--- config.mk ---
export PLATFORM = sky130hd
export DESIGN_NAME = wfc_ctrl
export DESIGN_NICKNAME = d
export VERILOG_FILES = /design/src/design/wfc_pkg.sv /design/src/design/wfc_ctrl.sv
export SDC_FILE = /design/constraint.sdc
export NUM_CORES = 1
export LEC_CHECK = 0
export ABC_AREA = 1
export BUFFER_PORTS_ARGS = -buffer_cell sky130_fd_sc_hd__buf_2
export CAP_MARGIN = 20
export CORE_AREA = 2 2 39 41
export CTS_BUF_LIST = sky130_fd_sc_hd__clkbuf_8
export CTS_CLUSTER_DIAMETER = 100
export DETAILED_ROUTE_END_ITERATION = 8
export DIE_AREA = 0 0 41 43
export GPL_ROUTABILITY_DRIVEN = 0
export HOLD_SLACK_MARGIN = 0.06
export PLACE_DENSITY = 0.73
export SYNTH_ARGS = -nofsm -noshare
export SYNTH_HDL_FRONTEND = slang
export SYNTH_SLANG_ARGS = --single-unit
--- constraint.sdc ---
create_clock -name aclk -period 1.4 [get_ports aclk]
set_input_delay 0.14 -clock aclk [delete_from_list [all_inputs] [get_ports aclk]]
set_output_delay 0.14 -clock aclk [all_outputs]
set_load 0.01 [all_outputs]
--- src/design/wfc_pkg.sv ---
// shared types and codes for the word frequency counter
// used by wfc_ctrl, wfc_datapath and the top level
`timescale 1ns / 1ps

package wfc_pkg;

    typedef enum logic [2:0] {
        RES_COUNTED  = 3'd0,
        RES_INSERTED = 3'd1,
        RES_SHORT    = 3'd2,
        RES_NUMERIC  = 3'd3,
        RES_FULL     = 3'd4,
        RES_READ     = 3'd5,
        RES_RANGE    = 3'd6
    } result_code_t;

    typedef enum logic [3:0] {
        S_IDLE,
        S_CHECK,
        S_LEN_WAIT,
        S_LEN_CMP,
        S_BYTE_WAIT,
        S_BYTE_CMP,
        S_UPDATE,
        S_INSERT,
        S_COPY_WAIT,
        S_COPY_WR,
        S_ADD,
        S_RD_BASE,
        S_RD_WAIT,
        S_RD_DONE
    } state_t;

    typedef enum logic [3:0] {
        OP_NONE,
        OP_ACCEPT,
        OP_START,
        OP_NEXT_ENTRY,
        OP_START_BYTES,
        OP_NEXT_BYTE,
        OP_COPY_WR,
        OP_SHORT,
        OP_NUMERIC,
        OP_COUNT,
        OP_FULL,
        OP_INSERT,
        OP_RD_BASE,
        OP_RD_DONE
    } op_t;

    typedef struct packed {
        op_t op;
    } ctrl_cmd_t;

    typedef struct packed {
        logic is_read;
        logic need_complete;
        logic too_short;
        logic numeric;
        logic used_zero;
        logic len_eq;
        logic byte_eq;
        logic last_byte;
        logic last_entry;
        logic table_full;
        logic out_free;
    } dp_status_t;

    localparam logic [7:0] CH_UNDERSCORE = 8'h5F;
    localparam logic [7:0] CH_HIGH       = 8'h80;

endpackage

--- src/design/wfc_ctrl.sv ---
// sequencer for the word frequency counter
// drives wfc_datapath through ctrl_cmd_t, uses wfc_pkg
`timescale 1ns / 1ps

module wfc_ctrl
    import wfc_pkg::*;
(
    input  logic       aclk,
    input  logic       aresetn,
    input  logic       s_tvalid,
    output logic       s_tready,
    input  dp_status_t st,
    output ctrl_cmd_t  cmd
);

    state_t state_reg, state_next;

    always_ff @(posedge aclk) begin
        if (!aresetn) begin
            state_reg <= S_IDLE;
        end else begin
            state_reg <= state_next;
        end
    end

    always_comb begin
        state_next = state_reg;
        case (state_reg)
            S_IDLE: begin
                if (s_tvalid) begin
                    if (st.is_read) begin
                        state_next = S_RD_BASE;
                    end else if (st.need_complete) begin
                        state_next = S_CHECK;
                    end
                end
            end
            S_CHECK: begin
                if (st.too_short || st.numeric) begin
                    if (st.out_free) state_next = S_IDLE;
                end else if (st.used_zero) begin
                    state_next = S_INSERT;
                end else begin
                    state_next = S_LEN_WAIT;
                end
            end
            S_LEN_WAIT:  state_next = S_LEN_CMP;
            S_LEN_CMP: begin
                if (st.len_eq) begin
                    state_next = S_BYTE_WAIT;
                end else begin
                    state_next = st.last_entry ? S_INSERT : S_LEN_WAIT;
                end
            end
            S_BYTE_WAIT: state_next = S_BYTE_CMP;
            S_BYTE_CMP: begin
                if (!st.byte_eq) begin
                    state_next = st.last_entry ? S_INSERT : S_LEN_WAIT;
                end else if (st.last_byte) begin
                    state_next = S_UPDATE;
                end else begin
                    state_next = S_BYTE_WAIT;
                end
            end
            S_UPDATE: begin
                if (st.out_free) state_next = S_IDLE;
            end
            S_INSERT: begin
                if (st.table_full) begin
                    if (st.out_free) state_next = S_IDLE;
                end else begin
                    state_next = S_COPY_WAIT;
                end
            end
            S_COPY_WAIT: state_next = S_COPY_WR;
            S_COPY_WR:   state_next = st.last_byte ? S_ADD : S_COPY_WAIT;
            S_ADD: begin
                if (st.out_free) state_next = S_IDLE;
            end
            S_RD_BASE:   state_next = S_RD_WAIT;
            S_RD_WAIT:   state_next = S_RD_DONE;
            S_RD_DONE: begin
                if (st.out_free) state_next = S_IDLE;
            end
            default:     state_next = S_IDLE;
        endcase
    end

    always_comb begin
        cmd.op   = OP_NONE;
        s_tready = 1'b0;
        case (state_reg)
            S_IDLE: begin
                s_tready = 1'b1;
                if (s_tvalid) cmd.op = OP_ACCEPT;
            end
            S_CHECK: begin
                if (st.too_short) begin
                    if (st.out_free) cmd.op = OP_SHORT;
                end else if (st.numeric) begin
                    if (st.out_free) cmd.op = OP_NUMERIC;
                end else begin
                    cmd.op = OP_START;
                end
            end
            S_LEN_CMP:  cmd.op = st.len_eq ? OP_START_BYTES : OP_NEXT_ENTRY;
            S_BYTE_CMP: begin
                if (!st.byte_eq) begin
                    cmd.op = OP_NEXT_ENTRY;
                end else if (!st.last_byte) begin
                    cmd.op = OP_NEXT_BYTE;
                end
            end
            S_UPDATE: begin
                if (st.out_free) cmd.op = OP_COUNT;
            end
            S_INSERT: begin
                if (st.table_full) begin
                    if (st.out_free) cmd.op = OP_FULL;
                end else begin
                    cmd.op = OP_START_BYTES;
                end
            end
            S_COPY_WR:  cmd.op = OP_COPY_WR;
            S_ADD: begin
                if (st.out_free) cmd.op = OP_INSERT;
            end
            S_RD_BASE:  cmd.op = OP_RD_BASE;
            S_RD_DONE: begin
                if (st.out_free) cmd.op = OP_RD_DONE;
            end
            default:    cmd.op = OP_NONE;
        endcase
    end

endmodule

==> flow_summary.ini <==
[synth]
synth_area_leaders = nand2_1, nor2_1, dfxtp_1, inv_1, nand3_1
ys_warn_count = 0
syn_avg_cell_area_um2 = 5.31
synth_fa_ha_area_share_pct = 0
synth.largest_area_cell = nand2_1
synth_compound_area_share_pct = 16.1
yosys_register_bits = 4
synth_top_area_share_pct = 18.7
synth_nets = 131
synthMuxAreaShare_pct = 0
synth_edf_count = 0
yosysSeqAreaShare_pct = 12.9
synth_top_family_by_area = simple AND/OR/NAND/NOR gates
yosys.area_share.simple_pct = 61.4
async_flop_share_pct = 0
syn_area_um2 = 622
syn_inst = 117
synth_ff_type = dfxtp_1
ys_types = 20
synth_xor_xnor_area_share_pct = 0

[power]
powerDensity_mw_per_mm2 = 1550
swShare_pct = 48.1
seq_power_share_pct = 18.4
p_comb_share_pct = 65.9
p_switching_mw = 0.735
p_int_mw = 0.794
clockPowerShare_pct = 15.7
ir_drop_mv = 1.16
power_mw = 1.53
power.leakage_nw = 0.486

[sta]
slew_violations = 0
rsz0062_at_grt = true
fin_crit_sh_pct = 104
slew_headroom_pct = 82.4
tightestPinTransition_ns = 0.263
tns_ns = -0.223
setup_viol = 4
skew_ns = 0.00623
hold_viol = 0
fmax_mhz = 684
fin_ws_ns = -0.0624
period_minus_slack_ns = 1.46

[cells_and_area]
multiInputGateArea_um2 = 557
seq_area_um2 = 95.1
largest_reg_flops = 4
layout.nets = 167
post-route-util_pct = 71.3
nFillCells = 115
area_growth_pct = 58.8
final_layout_size_suffix_gt1_share_pct = 45.7
antennaDiodeCount = 0

[routing]
wl_um = 2180
initialDrtViolationCount = 32
num_vias = 908
route.detailed.drc = 0
ant_nets = 0
wl_per_cell_um = 13.1
vias_per_cell = 5.44
dr.pass1.iters = 4

[critical_path]
cp-startpoint = state_reg[3]
cp-start-kind = register
cp.required_ns = 1.26
slowest_delay_ns = 0.38
regToRegStartpoint = state_reg[3]
crit_arrival_ns = 1.32
critPathKind = reg2out
slowest_stage = dfxtp_4
crit_fanout = 6
critPathCaptureType = output pin
path_cells = inv_4, nand2_4, nor2_4, nand3_2, o21ai_1, inv_1, nand3_1, buf_2

[grt]
grt_max_degree = 8
grt_overflow = 0
first_global_vias = 853
antenna_found_initial = 0
grt_pass1_wl_um = 3350
grt_use_total_pct = 27.3

[floorplan]
fp.dieW_um = 41
die_area_mm2 = 0.00176
die_h_um = 43
design.core.area_mm2 = 0.00138
ios = 19
rows = 14
start_util_pct = 44.9

[clocking]
cts_max_level = 1
cts.path.max_buffers = 2
insertion_delay_ns = 0.22
root_buffer = clkbuf_8
numCtsBuffers = 3
cts.sinks = 4
cts_tree = built
path_clk_slew_ns = 0.03

[hold_path]
hp-start = aresetn
hold_class = in2reg

[status]
violations = setup timing
status = finished, violations left

[place]
port-buffer-count = 18
dp_hpwl_um = 1490

[run]
maxCapViolCount = 0
## routing by layer
layer	routed length, um	track usage (%)	vias to the layer above
met5	0	0	-
met4	38	6.67	0
met3	97	7.33	4
met2	1140	45.9	29
met1	906	32.4	423
li1	-	-	452
## power groups by stage
stage | sequential (mW) | clock (mW) | combinational, mW
global route | 0.286 | 0.254 | 1.09
detailed placement | 0.220 | 0 | 0.751
finish | 0.282 | 0.240 | 1.01
global placement | 0.219 | 0 | 0.748
floorplan | 0.219 | 0 | 0.505
CTS | 0.266 | 0.243 | 0.948
## area by class of cell
| cell class | count | area share (%) |
|---|---|---|
| inverter | 16 | 7.60 |
| tap | 16 | 2.03 |
| multi-input combinational | 97 | 56.4 |
| timing repair buffer | 31 | 20.2 |
| clock buffer | 3 | 4.18 |
| sequential | 4 | 9.63 |
## path summary, 6_finish.rpt
kind                  end  slack, ns  cells after the start
min reg2reg  state_reg[0]       0.67                      4
min          state_reg[0]       0.22                      3
max                cmd[2]      -0.06                      8
max reg2reg  state_reg[2]       0.08                      9
## worst max-delay path: cells and delay by family (launching register included)
kind / cells / cell delay [ns]
and+or+nand+nor: 4 / 0.34
DFF: 1 / 0.38
buffers and inverters: 3 / 0.29
AOI/OAI and AO/OA: 1 / 0.09
## through the flow
| stage | hold WS, ns | cell area (um2) | setup slack (ns) | instances |
|---|---|---|---|---|
| after floorplan | 0.306 | 622 | 0.193 | 117 |
| after global placement | 0.449 | 762 | -0.00719 | 155 |
| after detailed placement | 0.450 | 762 | -0.00555 | 155 |
| after CTS | 0.219 | 953 | -0.0298 | 166 |
| after global routing | 0.225 | 987 | -0.127 | 167 |
| final | 0.224 | 987 | -0.0624 | 167 |
## cell usage after synthesis, types with 2 or more instances
cell type / instances
dfxtp_1: 4
nor3_1: 4
nand4_1: 2
inv_1: 11
a21oi_1: 3
o21ai_0: 6
nor2_1: 23
nor2_4: 2
nand2_2: 4
nor2_2: 3
inv_2: 5
nand2_1: 31
nand3_1: 8
nand3_2: 4
a31oi_1: 2
## timing repair
| item | in CTS | in global routing |
|---|---|---|
| gates resized for setup | 28 | 7 |
| buffers inserted | 8 | 1 |
| pin swaps | 5 | 5 |
| hold buffers | 0 | 0 |
| endpoints found under the setup margin | 4 | 4 |
## cell usage in the layout, fill, tap and decap left out, types with 2 or more instances in the layout
master,synthesis,layout
a21oi_1,3,3
buf_2,0,18
buf_4,0,10
buf_6,0,3
clkbuf_8,0,3
dfxtp_4,0,4
inv_1,11,11
inv_4,0,2
inv_6,0,2
nand2_1,31,26
nand2_2,4,6
nand2_4,0,3
nand3_1,8,7
nand3_2,4,5
nand4_1,2,2
nor2_1,23,22
nor2_2,3,2
nor2_4,2,4
nor3_2,0,3
o21ai_0,6,4
o21ai_1,1,3
## kinds of logic after synthesis
group,Yosys count
AO/OA/AOI/OAI,16
buffers and inverters,16
AND/OR/NAND/NOR,81
flip-flops,4
Power figures use the tool's default switching activity.
